File: src/rep_pkg.sv
`default_nettype none

package rep_pkg;

   // Register indexes on the csr port
   localparam int unsigned CSR_INDEX_W = 3;
   localparam logic [CSR_INDEX_W-1:0] CSR_MIN_POSITION     = 3'd0;
   localparam logic [CSR_INDEX_W-1:0] CSR_MAX_POSITION     = 3'd1;
   localparam logic [CSR_INDEX_W-1:0] CSR_STEP_SIZE        = 3'd2;
   localparam logic [CSR_INDEX_W-1:0] CSR_FAST_STEP_SIZE   = 3'd3;
   localparam logic [CSR_INDEX_W-1:0] CSR_WRAP_ENABLE      = 3'd4;
   localparam logic [CSR_INDEX_W-1:0] CSR_PRESS_TIMEOUT_MS = 3'd5;
   localparam logic [CSR_INDEX_W-1:0] CSR_FAST_WINDOW_MS   = 3'd6;
   localparam int unsigned CSR_DATA_W = 32;

   // Request kinds (carried on req_tuser)
   localparam logic REQ_CHAN_A_EVENT = 1'b0;
   localparam logic REQ_LOAD         = 1'b1;

   // Field widths
   localparam int unsigned POS_W  = 16;
   localparam int unsigned STEP_W = 8;
   localparam int unsigned TIME_W = 32;
   localparam int unsigned SUM_W  = POS_W + 2;

   localparam int unsigned REQ_TDATA_W = 56;
   localparam int unsigned RSP_TDATA_W = 24;

   // Reset values of the configuration registers
   localparam logic signed [POS_W-1:0] MIN_POSITION_RST   = -16'sd32767;
   localparam logic signed [POS_W-1:0] MAX_POSITION_RST   = 16'sd32766;
   localparam logic [STEP_W-1:0]       STEP_SIZE_RST      = 8'd1;
   localparam logic [STEP_W-1:0]       FAST_STEP_SIZE_RST = 8'd1;
   localparam logic [TIME_W-1:0]       PRESS_TIMEOUT_RST  = 32'd50;
   localparam logic [TIME_W-1:0]       FAST_WINDOW_RST    = 32'd100;

   // One request after unpacking
   typedef struct packed {
      logic                     req_type;
      logic                     chan_a;
      logic                     chan_b;
      logic [TIME_W-1:0]        now_ms;
      logic signed [POS_W-1:0]  load_value;
   } req_type_type;

   // One result
   typedef struct packed {
      logic signed [POS_W-1:0]  position;
      logic                     load_accepted;
      logic                     moved;
   } rsp_type;

endpackage

`default_nettype wire

File: src/rotary_encoder_position_core.sv
`default_nettype none

// Channel  | Direction | Payload
// ---------+-----------+--------------------------------------------------
// req_     | in        | tuser: req_type; tdata: chan_a, chan_b, now_ms,
//          |           |        load_value
// rsp_     | out       | tdata: position, load_accepted, moved
// csr_     | in        | write enable, register index, write data
//
// A request is held in the request register, then passes the
// step/clamp logic into the response register, which holds the
// response until it is taken on rsp_.
// A new request is accepted every cycle while rsp_ does not stall.
// Reset is synchronous; it clears the press state, the position and the
// configuration to its defaults. A stall on rsp_ holds the response and
// the request register; req_tready drops only when both are full and
// rsp_tready is low.

module rotary_encoder_position_core (
   input  wire                              clock,
   input  wire                              reset,
   // request channel
   input  wire                              req_tvalid,
   output logic                             req_tready,
   input  wire                              req_tuser,   // [0] req_type
   // [0] chan_a, [1] chan_b, [33:2] now_ms, [49:34] load_value, [55:50] zero
   input  wire  [rep_pkg::REQ_TDATA_W-1:0]  req_tdata,
   // response channel
   output logic                             rsp_tvalid,
   input  wire                              rsp_tready,
   // [15:0] position, [16] load_accepted, [17] moved, [23:18] zero
   output logic [rep_pkg::RSP_TDATA_W-1:0]  rsp_tdata,
   // configuration writes
   input  wire                              csr_we,
   input  wire  [rep_pkg::CSR_INDEX_W-1:0]  csr_index,
   input  wire  [rep_pkg::CSR_DATA_W-1:0]   csr_wdata
);
   import rep_pkg::*;

   // Configuration registers
   logic signed [POS_W-1:0]  min_position_ff;
   logic signed [POS_W-1:0]  max_position_ff;
   logic [STEP_W-1:0]        step_size_ff;
   logic [STEP_W-1:0]        fast_step_size_ff;
   logic                     wrap_enable_ff;
   logic [TIME_W-1:0]        press_timeout_ff;
   logic [TIME_W-1:0]        fast_window_ff;

   // Encoder state
   logic                     press_open_ff, press_open_in;
   logic [TIME_W-1:0]        press_start_ff, press_start_in;
   logic                     captured_b_ff, captured_b_in;
   logic [TIME_W-1:0]        last_step_ff, last_step_in;
   logic signed [POS_W-1:0]  position_ff, position_in;

   // Pipeline registers
   logic                     req_valid_ff;
   req_type_type             req_ff;
   logic                     rsp_valid_ff;
   rsp_type                  rsp_ff, rsp_in;

   logic                     advance;
   req_type_type             req_unpacked;

   // Working values
   logic [TIME_W-1:0]        press_elapsed;
   logic [TIME_W-1:0]        step_elapsed;
   logic [STEP_W-1:0]        inc;
   logic signed [SUM_W-1:0]  pos_ext, inc_ext, sum, lmin_ext, lmax_ext, upper_fix, lower_fix;
   logic signed [SUM_W-1:0]  load_ext;
   logic                     load_in_range;

   // Handshake: request register moves on when the response slot is free
   assign advance    = req_valid_ff && (!rsp_valid_ff || rsp_tready);
   assign req_tready = !req_valid_ff || advance;
   assign rsp_tvalid = rsp_valid_ff;
   assign rsp_tdata  = {{(RSP_TDATA_W-POS_W-2){1'b0}}, rsp_ff.moved, rsp_ff.load_accepted,
                        rsp_ff.position};

   assign req_unpacked.req_type   = req_tuser;
   assign req_unpacked.chan_a     = req_tdata[0];
   assign req_unpacked.chan_b     = req_tdata[1];
   assign req_unpacked.now_ms     = req_tdata[33:2];
   assign req_unpacked.load_value = req_tdata[49:34];

   // Configuration write port
   always_ff @(posedge clock) begin
      if (reset) begin
         min_position_ff   <= MIN_POSITION_RST;
         max_position_ff   <= MAX_POSITION_RST;
         step_size_ff      <= STEP_SIZE_RST;
         fast_step_size_ff <= FAST_STEP_SIZE_RST;
         wrap_enable_ff    <= 1'b0;
         press_timeout_ff  <= PRESS_TIMEOUT_RST;
         fast_window_ff    <= FAST_WINDOW_RST;
      end else if (csr_we) begin
         case (csr_index)
            CSR_MIN_POSITION:     min_position_ff   <= csr_wdata[POS_W-1:0];
            CSR_MAX_POSITION:     max_position_ff   <= csr_wdata[POS_W-1:0];
            CSR_STEP_SIZE:        step_size_ff      <= csr_wdata[STEP_W-1:0];
            CSR_FAST_STEP_SIZE:   fast_step_size_ff <= csr_wdata[STEP_W-1:0];
            CSR_WRAP_ENABLE:      wrap_enable_ff    <= csr_wdata[0];
            CSR_PRESS_TIMEOUT_MS: press_timeout_ff  <= csr_wdata[TIME_W-1:0];
            CSR_FAST_WINDOW_MS:   fast_window_ff    <= csr_wdata[TIME_W-1:0];
            default: ;
         endcase
      end
   end

   // Step, clamp/wrap and load logic
   always_comb begin
      press_open_in  = press_open_ff;
      press_start_in = press_start_ff;
      captured_b_in  = captured_b_ff;
      last_step_in   = last_step_ff;
      position_in    = position_ff;
      rsp_in         = '0;

      // unsigned differences so the timestamp wraps cleanly
      press_elapsed = req_ff.now_ms - press_start_ff;
      step_elapsed  = req_ff.now_ms - last_step_ff;

      // fast step never below the normal step
      if ((step_elapsed < fast_window_ff) && (fast_step_size_ff > step_size_ff))
         inc = fast_step_size_ff;
      else
         inc = step_size_ff;

      pos_ext  = SUM_W'(position_ff);
      inc_ext  = SUM_W'({1'b0, inc});
      lmin_ext = SUM_W'(min_position_ff);
      lmax_ext = SUM_W'(max_position_ff);
      load_ext = SUM_W'(req_ff.load_value);
      sum      = captured_b_ff ? (pos_ext - inc_ext) : (pos_ext + inc_ext);

      // upper limit first, then lower limit on the result
      if (sum > lmax_ext)
         upper_fix = wrap_enable_ff ? lmin_ext : lmax_ext;
      else
         upper_fix = sum;
      if (upper_fix < lmin_ext)
         lower_fix = wrap_enable_ff ? lmax_ext : lmin_ext;
      else
         lower_fix = upper_fix;

      load_in_range = (load_ext >= lmin_ext) && (load_ext <= lmax_ext);

      if (req_ff.req_type == REQ_LOAD) begin
         if (load_in_range) begin
            position_in          = req_ff.load_value;
            rsp_in.load_accepted = 1'b1;
         end
      end else if (!req_ff.chan_a) begin
         // falling A opens a press unless one is still live
         if (!press_open_ff || (press_elapsed > press_timeout_ff)) begin
            press_open_in  = 1'b1;
            press_start_in = req_ff.now_ms;
            captured_b_in  = req_ff.chan_b;
         end
      end else if (press_open_ff) begin
         // rising A closes the press; steps only within the timeout
         if (press_elapsed < press_timeout_ff) begin
            last_step_in = req_ff.now_ms;
            position_in  = lower_fix[POS_W-1:0];
            rsp_in.moved = 1'b1;
         end
         press_open_in = 1'b0;
      end

      rsp_in.position = position_in;
   end

   // Request register
   always_ff @(posedge clock) begin
      if (reset) begin
         req_valid_ff <= 1'b0;
      end else if (req_tready) begin
         req_valid_ff <= req_tvalid;
      end
   end

   always_ff @(posedge clock) begin
      if (req_tready && req_tvalid) begin
         req_ff <= req_unpacked;
      end
   end

   // State and response register
   always_ff @(posedge clock) begin
      if (reset) begin
         press_open_ff  <= 1'b0;
         press_start_ff <= '0;
         captured_b_ff  <= 1'b0;
         last_step_ff   <= '0;
         position_ff    <= '0;
         rsp_valid_ff   <= 1'b0;
      end else begin
         if (advance) begin
            press_open_ff  <= press_open_in;
            press_start_ff <= press_start_in;
            captured_b_ff  <= captured_b_in;
            last_step_ff   <= last_step_in;
            position_ff    <= position_in;
            rsp_valid_ff   <= 1'b1;
         end else if (rsp_tready) begin
            rsp_valid_ff   <= 1'b0;
         end
      end
   end

   always_ff @(posedge clock) begin
      if (advance) begin
         rsp_ff <= rsp_in;
      end
   end

   // A response never reports both a load and a step
   assert property (@(posedge clock) disable iff (reset)
      rsp_valid_ff |-> !(rsp_ff.moved && rsp_ff.load_accepted))
      else $error("response marks both load_accepted and moved");

   // A held request is not dropped while the response side stalls
   assert property (@(posedge clock) disable iff (reset)
      (req_valid_ff && !advance) |=> req_valid_ff)
      else $error("stalled request lost");

   // Any rising A event leaves the press closed
   assert property (@(posedge clock) disable iff (reset)
      (advance && req_ff.req_type == REQ_CHAN_A_EVENT && req_ff.chan_a) |=> !press_open_ff)
      else $error("press still open after rising A");

   // The response register shows the position that was committed with it
   assert property (@(posedge clock) disable iff (reset)
      advance |=> (rsp_ff.position == position_ff))
      else $error("response position differs from stored position");

endmodule

`default_nettype wire
File: config.mk
export PLATFORM = sky130hd
export DESIGN_NAME = rotary_encoder_position_core
export DESIGN_NICKNAME = d
export VERILOG_FILES = /design/src/rep_pkg.sv /design/src/rotary_encoder_position_core.sv
export SDC_FILE = /design/constraint.sdc
export NUM_CORES = 1
export LEC_CHECK = 0
export BUFFER_PORTS_ARGS = -buffer_cell sky130_fd_sc_hd__buf_4
export CAP_MARGIN = 20
export CORE_MARGIN = 5
export CORE_UTILIZATION = 40
export DETAILED_ROUTE_END_ITERATION = 8
export SETUP_SLACK_MARGIN = 0.02
export SYNTH_ARGS = -nofsm -noshare
export SYNTH_HDL_FRONTEND = slang
export SYNTH_SLANG_ARGS = --single-unit
export TNS_END_PERCENT = 10
File: constraint.sdc
create_clock -name clock -period 10.55 [get_ports clock]
set_clock_uncertainty 0.1 [all_clocks]
set_input_delay 2.11 -clock clock [delete_from_list [all_inputs] [get_ports clock]]
set_output_delay 2.11 -clock clock [all_outputs]
set_load 0.01 [all_outputs]
==> results of run 1 <==
==> final timing paths <==
kind                                       from              end  slack, ns  cells after the start
worst min-delay path            last_step_ff[8]  last_step_ff[8]       0.35                      2
worst max-delay path                 req_ff[16]     rsp_tdata[8]      -0.49                     51
worst max register to register       req_ff[16]     rsp_tdata[8]      -0.49                     51
worst min register to register  last_step_ff[8]  last_step_ff[8]       0.35                      2
==> flip-flops by register name, summed over array words and instances, names as in the netlist <==
register,cells
last_step_ff,32
press_open_ff,1
min_position_ff,16
fast_step_size_ff,8
fast_window_ff,32
req_ff,35
step_size_ff,8
captured_b_ff,1
press_start_ff,32
press_timeout_ff,32
position_ff,16
load_ext,16
rsp_tvalid,1
rsp_tdata,18
req_valid_ff,1
max_position_ff,16
wrap_enable_ff,1
==> cells in the final DEF, fill, tap and decap left out, drive strengths merged, types with 37 or more instances in the layout <==
| cell type | netlist | final |
|---|---|---|
| buf | 26 | 370 |
| nand2 | 338 | 338 |
| a21oi | 266 | 266 |
| ha | 216 | 216 |
| inv | 204 | 206 |
| dfxtp | 197 | 197 |
| nor2 | 137 | 137 |
| o21ai | 84 | 84 |
| edfxtp | 69 | 69 |
| mux2i | 63 | 63 |
| clkbuf | 59 | 53 |
| xnor2 | 48 | 48 |
| a21o | 44 | 44 |
| nand3 | 37 | 37 |
==> power by group through the flow <==
stage	Clock [mW]	Combinational (mW)	Sequential, mW
floorplan	0	0.583	1.13
global placement	0	1.01	1.14
detailed placement	0	1.03	1.14
CTS	1.26	1.14	1.11
global route	1.30	1.31	1.12
finish	1.23	1.20	1.12
==> cell type report <==
type	count	share of cell area [%]
well taps	592	3.229
inverters	204	3.338
clock inverters	11	0.3545
flip-flops and latches	266	26.23
diodes	3	0.03273
multi-input cells	1609	49.51
clock buffers	53	4.882
repair buffers	370	12.42
==> what timing repair did <==
| item | 4_1_cts | 5_1_grt |
|---|---|---|
| resized for setup | 95 | 44 |
| gates cloned | 0 | 0 |
| buffers inserted | 31 | 5 |
| pin swaps | 51 | 45 |
| setup endpoints to repair | 32 | 32 |
==> metrics by stage <==
step | setup WS [ns] | cells | setup TNS [ns] | power, mW | utilization, %
2_1_floorplan | 0.07453 | 2164 | 0 | 1.712 | -
3_3_place_gp | -1.133 | 3002 | -32.49 | 2.148 | 47.05
3_5_place_dp | -1.214 | 3004 | -35.55 | 2.171 | 47.13
4_1_cts | -0.3704 | 3099 | -8.956 | 3.516 | 51.34
5_1_grt | -0.9506 | 3108 | -26.92 | 3.726 | 51.99
6_report | -0.4887 | 3108 | -12.37 | 3.547 | 51.99
==> worst reg2reg max path, delay by kind of cell, from the launching register on <==
kind	cells	cell delay, ns
compound gates	22	4.26
simple gates	13	2.81
fa+ha+maj	7	1.84
buf+inv	6	0.66
mux	2	0.55
flops	1	0.41
xor+xnor	1	0.15
==> logic make-up (layout without fill, tap and decap cells) <==
group / count (synthesis) / in the layout / share of synthesized area, %
XOR/XNOR: 67 / 67 / 3.296
other: 1 / 9 / 0.02106
adder cells (fa/ha/maj): 219 / 219 / 15.52
multiplexers: 68 / 68 / 4.111
AND/OR/NAND/NOR: 657 / 657 / 16.31
AO/OA/AOI/OAI: 592 / 592 / 20.52
buffers and inverters: 289 / 638 / 6.444
flip-flops: 266 / 266 / 33.79
==> layer usage <==
metal  part of all wire [%]  GRT usage (%)  up-vias
met1                     43          26.56     7747
met3                    4.0          2.862      114
met4                    3.6          7.783        0
li1                       -              -     8281
met5                      0              0        -
met2                     49          37.85      380
==> impl_metrics.ini, run 1 <==
[run_status]
status = complete, but fails checks
violations = setup timing

[placement]
hpwl_um = 41020
port_buffers = 110
placed_cell_area_sq_um = 20790
gp_congestion = 0.9415

[critical_path]
crit_path_start_kind = register
path_buf_inv = 6
path_class = register to register
crit_slowest_cell = or4_4
critPathMaxFanout = 8
cp.arrival_ns = 11.21
cpPeakStageDelay_ns = 0.61
cp_top_family = compound AO/OA/AOI/OAI gates
end_kind = register
critPathRequiredTime_ns = 10.73

[global_route]
grt_max_degree = 84
grt_pass1_wl_um = 85500
grt.total_usage_pct = 21.35
antenna_found_initial = 3
grt_pass1_vias = 16250
grt.overflow.total = 0

[pwr]
p_seq_share_pct = 31.4
internal-power_mw = 2.401
switching_share_pct = 32.30
peakVddDrop_v = 0.0001188
leakage_nw = 9.152
combPwrFrac_pct = 33.9
pwr-share-clk_pct = 34.7
switching_power_mw = 1.146
powerDensity_nw_per_um2 = 154.6

[clock_network]
cts-hold-fix-buffers = 0
cts_buffer_depth = 3
cts_buffers = 35
path_clk_slew_ns = 0.06
cts.sinks = 266
clockRootBuffer = clkbuf_16
cts.htree.levels = 2
clk_latency_ns = 0.56
cts_tree = yes

[logic_synthesis]
synth-seq-cells = 266
synth_top_area_share_pct = 22.15
avgSynthCellArea_sq_um = 8.247
yosys-top-cells-area = dfxtp_1, ha_1, edfxtp_1, a21oi_1, nand2_1
synth_commonest_cells = nand2_1, a21oi_1, ha_1
synth_edf_count = 69
synth_sequential_area_ratio_pct = 33.79
yosysMostFrequentCell = nand2_1
yosysUniqueCellTypes = 80
synth_top_flop_cell = dfxtp_1
synth_area_sq_um = 17810
synth_cells = 2159
synthArstFlopShare_pct = 0
yosysWarningCount = 0
yosys.area.top_type = dfxtp_1

[job]
drv_cap = 0

[detailed_routing]
antenna_left = 0
first_pass_iters = 6
drtIter0Drc = 893
vias = 16520
vias_per_cell = 5.316
routed_wl_um = 54820
drc = 0
avgRoutedWirePerCell_um = 17.64

[floorplan]
die_area_sq_um = 48830
ios = 123
start_util_pct = 40.35
die_w_um = 221.0
die_h_um = 221.0
core_area_sq_um = 44120
fp-row-count = 77

[timing]
rsz0062_at_grt = true
setup_ws_ns = -0.4887
slew_violations = 0
fin_crit_sh_pct = 104.6
finalCriticalPeriod_ns = 11.04
hold_viol = 0
maxSlewHeadroom_pct = 27.44
worst_pin_slew_ns = 1.088
hold_slack_ns = 0.3530
setup_viol = 32
fmax_mhz = 90.59

[finish]
seq_area_sq_um = 6017
nets = 2802
fillers = 4254
drive_gt1_share_pct = 22.60
syn_to_final_growth_pct = 28.83
final_area_sq_um = 22940
multi_input_area_sq_um = 11360

[hold_path]
hold_class = register to register
Note: power is estimated with default switching activity, not from simulation.
==> run 2: changes to the inputs <==
--- a/config.mk
+++ b/config.mk
@@ -11,6 +11,7 @@
 export CORE_UTILIZATION = 40
 export DETAILED_ROUTE_END_ITERATION = 8
 export SETUP_SLACK_MARGIN = 0.02
+export SLEW_MARGIN = 10
 export SYNTH_ARGS = -nofsm -noshare
 export SYNTH_HDL_FRONTEND = slang
 export SYNTH_SLANG_ARGS = --single-unit
==> constraint.sdc (replaced) <==
create_clock -name clock -period 11.6 [get_ports clock]
set_clock_uncertainty 0.1 [all_clocks]
set_input_delay 2.32 -clock clock [delete_from_list [all_inputs] [get_ports clock]]
set_output_delay 2.32 -clock clock [all_outputs]
set_load 0.01 [all_outputs]
==> run 2 against run 1 <==
Net effect:
- the flow now finishes without violations
- critical path depth is 5 higher
- power is 16% lower
- count of clock-buffer cells in the layout is 10 lower
- global-route usage is 0.53 points lower
- core utilization is 3.0 points lower
- hold slack hardly changed
==> impl_metrics.ini, run 2 (same netlist as run 1, synthesis figures left out) <==
[placement]
hpwl_um = 39800
gp_congestion = 0.9544
port_buffers = 110
placed_cell_area_sq_um = 20180

[floorplan]
die_h_um = 221.0
die_area_sq_um = 48830
start_util_pct = 40.35
fp-row-count = 77
die_w_um = 221.0
core_area_sq_um = 44120
ios = 123

[clock_network]
cts_buffer_depth = 3
cts.sinks = 266
path_clk_slew_ns = 0.06
cts.htree.levels = 2
clk_latency_ns = 0.56
cts_tree = yes
clockRootBuffer = clkbuf_16
cts-hold-fix-buffers = 0
cts_buffers = 34

[global_route]
grt_pass1_vias = 15540
grt_pass1_wl_um = 82960
grt.overflow.total = 0
grt_max_degree = 103
antenna_found_initial = 1
grt.total_usage_pct = 20.82

[critical_path]
path_class = register to register
reg2reg_depth = 56
cp_top_family = compound AO/OA/AOI/OAI gates
crit_slowest_cell = or4_4
r2r_end = rsp_tdata[11]
critPathRequiredTime_ns = 11.79
worstSetupStartpoint = req_ff[16]
end_kind = register
critPathMaxFanout = 20
path_buf_inv = 9
crit_top_cell = buf_4
rrSetupSlack_ns = 0.41
crit_path_start_kind = register
r2r_start = req_ff[16]
cpPeakStageDelay_ns = 0.62
cp.arrival_ns = 11.38

[timing]
setup_viol = 0
maxSlewHeadroom_pct = 43.16
fmax_mhz = 89.36
worst_pin_slew_ns = 0.8506
finalCriticalPeriod_ns = 11.19
hold_viol = 0
setup_tns_ns = 0
slew_violations = 0
hold_slack_ns = 0.3527
fin_crit_sh_pct = 96.47

[detailed_routing]
vias_per_cell = 5.378
routed_wl_um = 52850
antenna_left = 0
drtIter0Drc = 975
drc = 0
first_pass_iters = 5
avgRoutedWirePerCell_um = 17.64
vias = 16110

[hold_path]
hold_class = register to register
whs_path_depth = 2
min-delay-start = last_step_ff[8]
min_to = last_step_ff[8]

[finish]
final_common_cell = nand2_1
max_flop_register = req_ff
nets = 2694
syn_to_final_growth_pct = 21.34
final_area_sq_um = 21610
drive_gt1_share_pct = 16.73
mostFrequentLayoutCells = nand2_1, a21oi_1, buf_4, ha_1, inv_1
largest_reg_flops = 35

[pwr]
peakVddDrop_v = 0.0001131
powerDensity_nw_per_um2 = 138.7
leakage_nw = 8.505

[run_status]
status = finished clean

[job]
drv_cap = 0
## run 2: cell count changes in the layout (fill, tap and decap cells not counted), sizes merged
cell / previous run / this run
buf: 370 / 263
clkbuf: 53 / 43
clkinv: 5 / 11
bufinv: 0 / 2
diode: 3 / 1
clkinvlp: 4 / 3
## run 2: through the flow
step / util [%] / power, mW / setup WS, ns / instances
floorplan: - / 1.554 / 0.6353 / 2164
global placement: 45.73 / 1.911 / -0.3850 / 2929
detailed placement: 45.73 / 1.926 / -0.5232 / 2929
CTS: 48.40 / 3.000 / 0.06119 / 2991
global route: 48.96 / 3.166 / -0.07231 / 2996
finish: 48.96 / 2.996 / 0.4090 / 2996
## run 2: power by group
group          internal, mW  switching [mW]
combinational         0.431           0.503
clock                 0.614           0.433
sequential            0.988          0.0281
## run 2: worst max-delay path by stage
stage	to	slack, ns	cells past startpoint
after global routing	rsp_tdata[15]	-0.07	53
after global placement	rsp_tdata[12]	-0.38	52
after CTS	rsp_tdata[15]	0.06	54
final	rsp_tdata[11]	0.41	56
after floorplan	rsp_tdata[8]	0.64	52
after detailed placement	rsp_tdata[15]	-0.52	53
## run 2: routing by layer
metal / up-vias / global-route usage, % / share of wire [%]
li1: 8069 / - / -
met1: 7627 / 26.33 / 44
met2: 335 / 36.55 / 49
met3: 82 / 2.809 / 3.7
met4: 0 / 7.263 / 2.9
met5: - / 0 / 0
## run 2: timing repair
action | in CTS | in global routing
resized for setup | 23 | 45
pin swaps | 6 | 26
buffers inserted | 1 | 2
endpoints found under the setup margin | 32 | 32
## run 2: cell type report
class                   count  area, sq um
fillers                  4281        22520
inverters                 204        765.7
flip-flops and latches    266         6017
well taps                 592        740.7
clock inverters            18        161.4
diodes                      1        2.502
multi-input cells        1609        10980
clock buffers              43        925.9
repair buffers            263         2016
## run 2: worst register-to-register path: cells and delay by family, from the launching register on
| family | cells | cell delay, ns |
|---|---|---|
| AO/OA/AOI/OAI | 22 | 3.95 |
| AND/OR/NAND/NOR | 13 | 2.53 |
| adder cells (fa/ha/maj) | 7 | 1.62 |
| buffers and inverters | 9 | 1.04 |
| multiplexers | 2 | 0.80 |
| XOR/XNOR | 3 | 0.49 |
| flip-flops | 1 | 0.43 |
==> run 3: changes to the inputs <==
--- a/config.mk
+++ b/config.mk
@@ -7,7 +7,7 @@
 export LEC_CHECK = 0
 export BUFFER_PORTS_ARGS = -buffer_cell sky130_fd_sc_hd__buf_4
 export CAP_MARGIN = 20
-export CORE_MARGIN = 5
+export CORE_MARGIN = 1
 export CORE_UTILIZATION = 40
 export DETAILED_ROUTE_END_ITERATION = 8
 export SETUP_SLACK_MARGIN = 0.02
@@ -15,4 +15,4 @@
 export SYNTH_ARGS = -nofsm -noshare
 export SYNTH_HDL_FRONTEND = slang
 export SYNTH_SLANG_ARGS = --single-unit
-export TNS_END_PERCENT = 10
+export TNS_END_PERCENT = 100
==> run 3 against run 2 <==
Net effect:
- core utilization increased by 0.83 points
- die area decreased by 7.1%
- critical endpoint is now rsp_tdata[0]
- cell count about the same
- combinational power increased by 4.2%
- via count decreased by 0.84%
- non-clock buffer count increased by 8
- maximum frequency increased by 0.90%
- highest routed layer unchanged
- sequential share of layout area about the same
- power increased by 1.8%
- sequential power about the same
==> impl_metrics.ini, run 3 (same netlist as run 1, synthesis figures left out) <==
[run_status]
status = finished clean

[clock_network]
cts.htree.levels = 2
cts_buffer_depth = 3
cts_tree = yes
clk_latency_ns = 0.56
cts_buffers = 34
cts.sinks = 266
clockRootBuffer = clkbuf_16
path_clk_slew_ns = 0.05

[timing]
fin_crit_sh_pct = 95.61
finalCriticalPeriod_ns = 11.09
hold_viol = 0
worst_pin_slew_ns = 1.095
maxSlewHeadroom_pct = 27.02
fmax_mhz = 90.16
slew_violations = 0
setup_viol = 0

[pwr]
pwr-share-clk_pct = 34.8
powerDensity_nw_per_um2 = 141.0
p_seq_share_pct = 33.3
leakage_nw = 8.565
combPwrFrac_pct = 31.9
switching_share_pct = 31.92
peakVddDrop_v = 0.00009462
switching_power_mw = 0.9735
internal-power_mw = 2.077

[finish]
largest_reg_flops = 35
fillers = 4204
syn_to_final_growth_pct = 21.52
fin_cells = 2997
nets = 2702
finish.utilization_pct = 49.79
drive_gt1_share_pct = 17.01
final_common_cell = nand2_1
mostFrequentLayoutCells = nand2_1, buf_4, a21oi_1, ha_1, inv_1
max_flop_register = req_ff

[critical_path]
end_kind = register
cpPeakStageDelay_ns = 0.45
crit_path_start_kind = register
critPathMaxFanout = 8
crit_top_cell = buf_4
path_class = register to register
path_buf_inv = 9
crit_slowest_cell = edfxtp_1
rrSetupSlack_ns = 0.51
cp.arrival_ns = 11.26
critPathRequiredTime_ns = 11.77
cp_top_family = compound AO/OA/AOI/OAI gates

[floorplan]
core_area_sq_um = 43460
die_w_um = 213.0
die_area_sq_um = 45360
die_h_um = 213.0
start_util_pct = 40.97
ios = 123
fp-row-count = 76

[detailed_routing]
antenna_left = 0
vias = 15980
vias_per_cell = 5.331
first_pass_iters = 7
routed_wl_um = 52590
avgRoutedWirePerCell_um = 17.55
drc = 0
drtIter0Drc = 953

[placement]
port_buffers = 110
place_inst = 2927
hpwl_um = 39970
gp_congestion = 0.9318

[global_route]
grt_max_degree = 101
antenna_found_initial = 1
grt.overflow.total = 0
grt.total_usage_pct = 23.35
grt_pass1_wl_um = 81960
grt_pass1_vias = 15220

[hold_path]
hold_class = register to register

[job]
drv_cap = 0
[run 3: changes by cell type in the layout (fill, tap and decap cells not counted), sizes merged]
cell and change:
buf +8, bufinv +1, clkbuf +4, clkinv -3, clkinvlp -2
[run 3: final timing paths]
kind | from | endpoint | depth (start not counted)
max | req_ff[28] | rsp_tdata[0] | 54
min | last_step_ff[4] | last_step_ff[4] | 2
max reg2reg | req_ff[28] | rsp_tdata[0] | 54
min reg2reg | last_step_ff[4] | last_step_ff[4] | 2
[run 3: worst min-delay path: stages, from the launching register on]
cell and delay, ns:
dfxtp_1 0.30, nand2_1 0.05, a21oi_1 0.05
[run 3: per-layer routing]
metal  up-vias  track usage [%]  wire length (um)
li1       8071                -                 -
met1      7565            30.30             24160
met2       277            40.19             25240
met3        65            3.206              2074
met4         0            6.574              1118
met5         -                0                 0
[run 3: metrics by stage]
step	instance area, sq um	hold WS, ns	worst slack, ns	total power, mW	TNS (ns)
floorplan	17820	0.3363	0.6353	1.554	0
global placement	20200	0.3418	-0.2777	1.927	-3.876
finish	21640	0.3521	0.5090	3.050	0
global route	21640	0.3700	-0.09540	3.215	-0.8766
CTS	21380	0.3544	0.06327	3.021	0
detailed placement	20200	0.3467	-0.4358	1.939	-9.426
[run 3: repair_timing]
item | CTS | global route
gates resized for setup | 18 | 50
setup buffers | 0 | 8
pin swaps | 5 | 30
endpoints found under the setup margin | 32 | 32
hold buffers | 0 | 0
[run 3: final cells by class]
type | instances | area [sq um] | share of cell area [%]
Clock buffer | 47 | 930.9 | 4.302
Timing Repair Buffer | 271 | 2051 | 9.477
Antenna cell | 1 | 2.502 | 0.01156
Multi-Input combinational cell | 1609 | 10970 | 50.71
Sequential cell | 266 | 6017 | 27.81
Clock inverter | 14 | 166.4 | 0.7691
Tap cell | 585 | 732.0 | 3.383
Inverter | 204 | 765.7 | 3.539
[run 3: power groups by stage]
stage | registers [mW] | clock network [mW] | logic [mW]
after floorplan | 1.03 | 0 | 0.526
after global placement | 1.03 | 0 | 0.892
final | 1.02 | 1.06 | 0.973
after global routing | 1.02 | 1.12 | 1.07
after CTS | 1.02 | 1.08 | 0.920
after detailed placement | 1.04 | 0 | 0.904
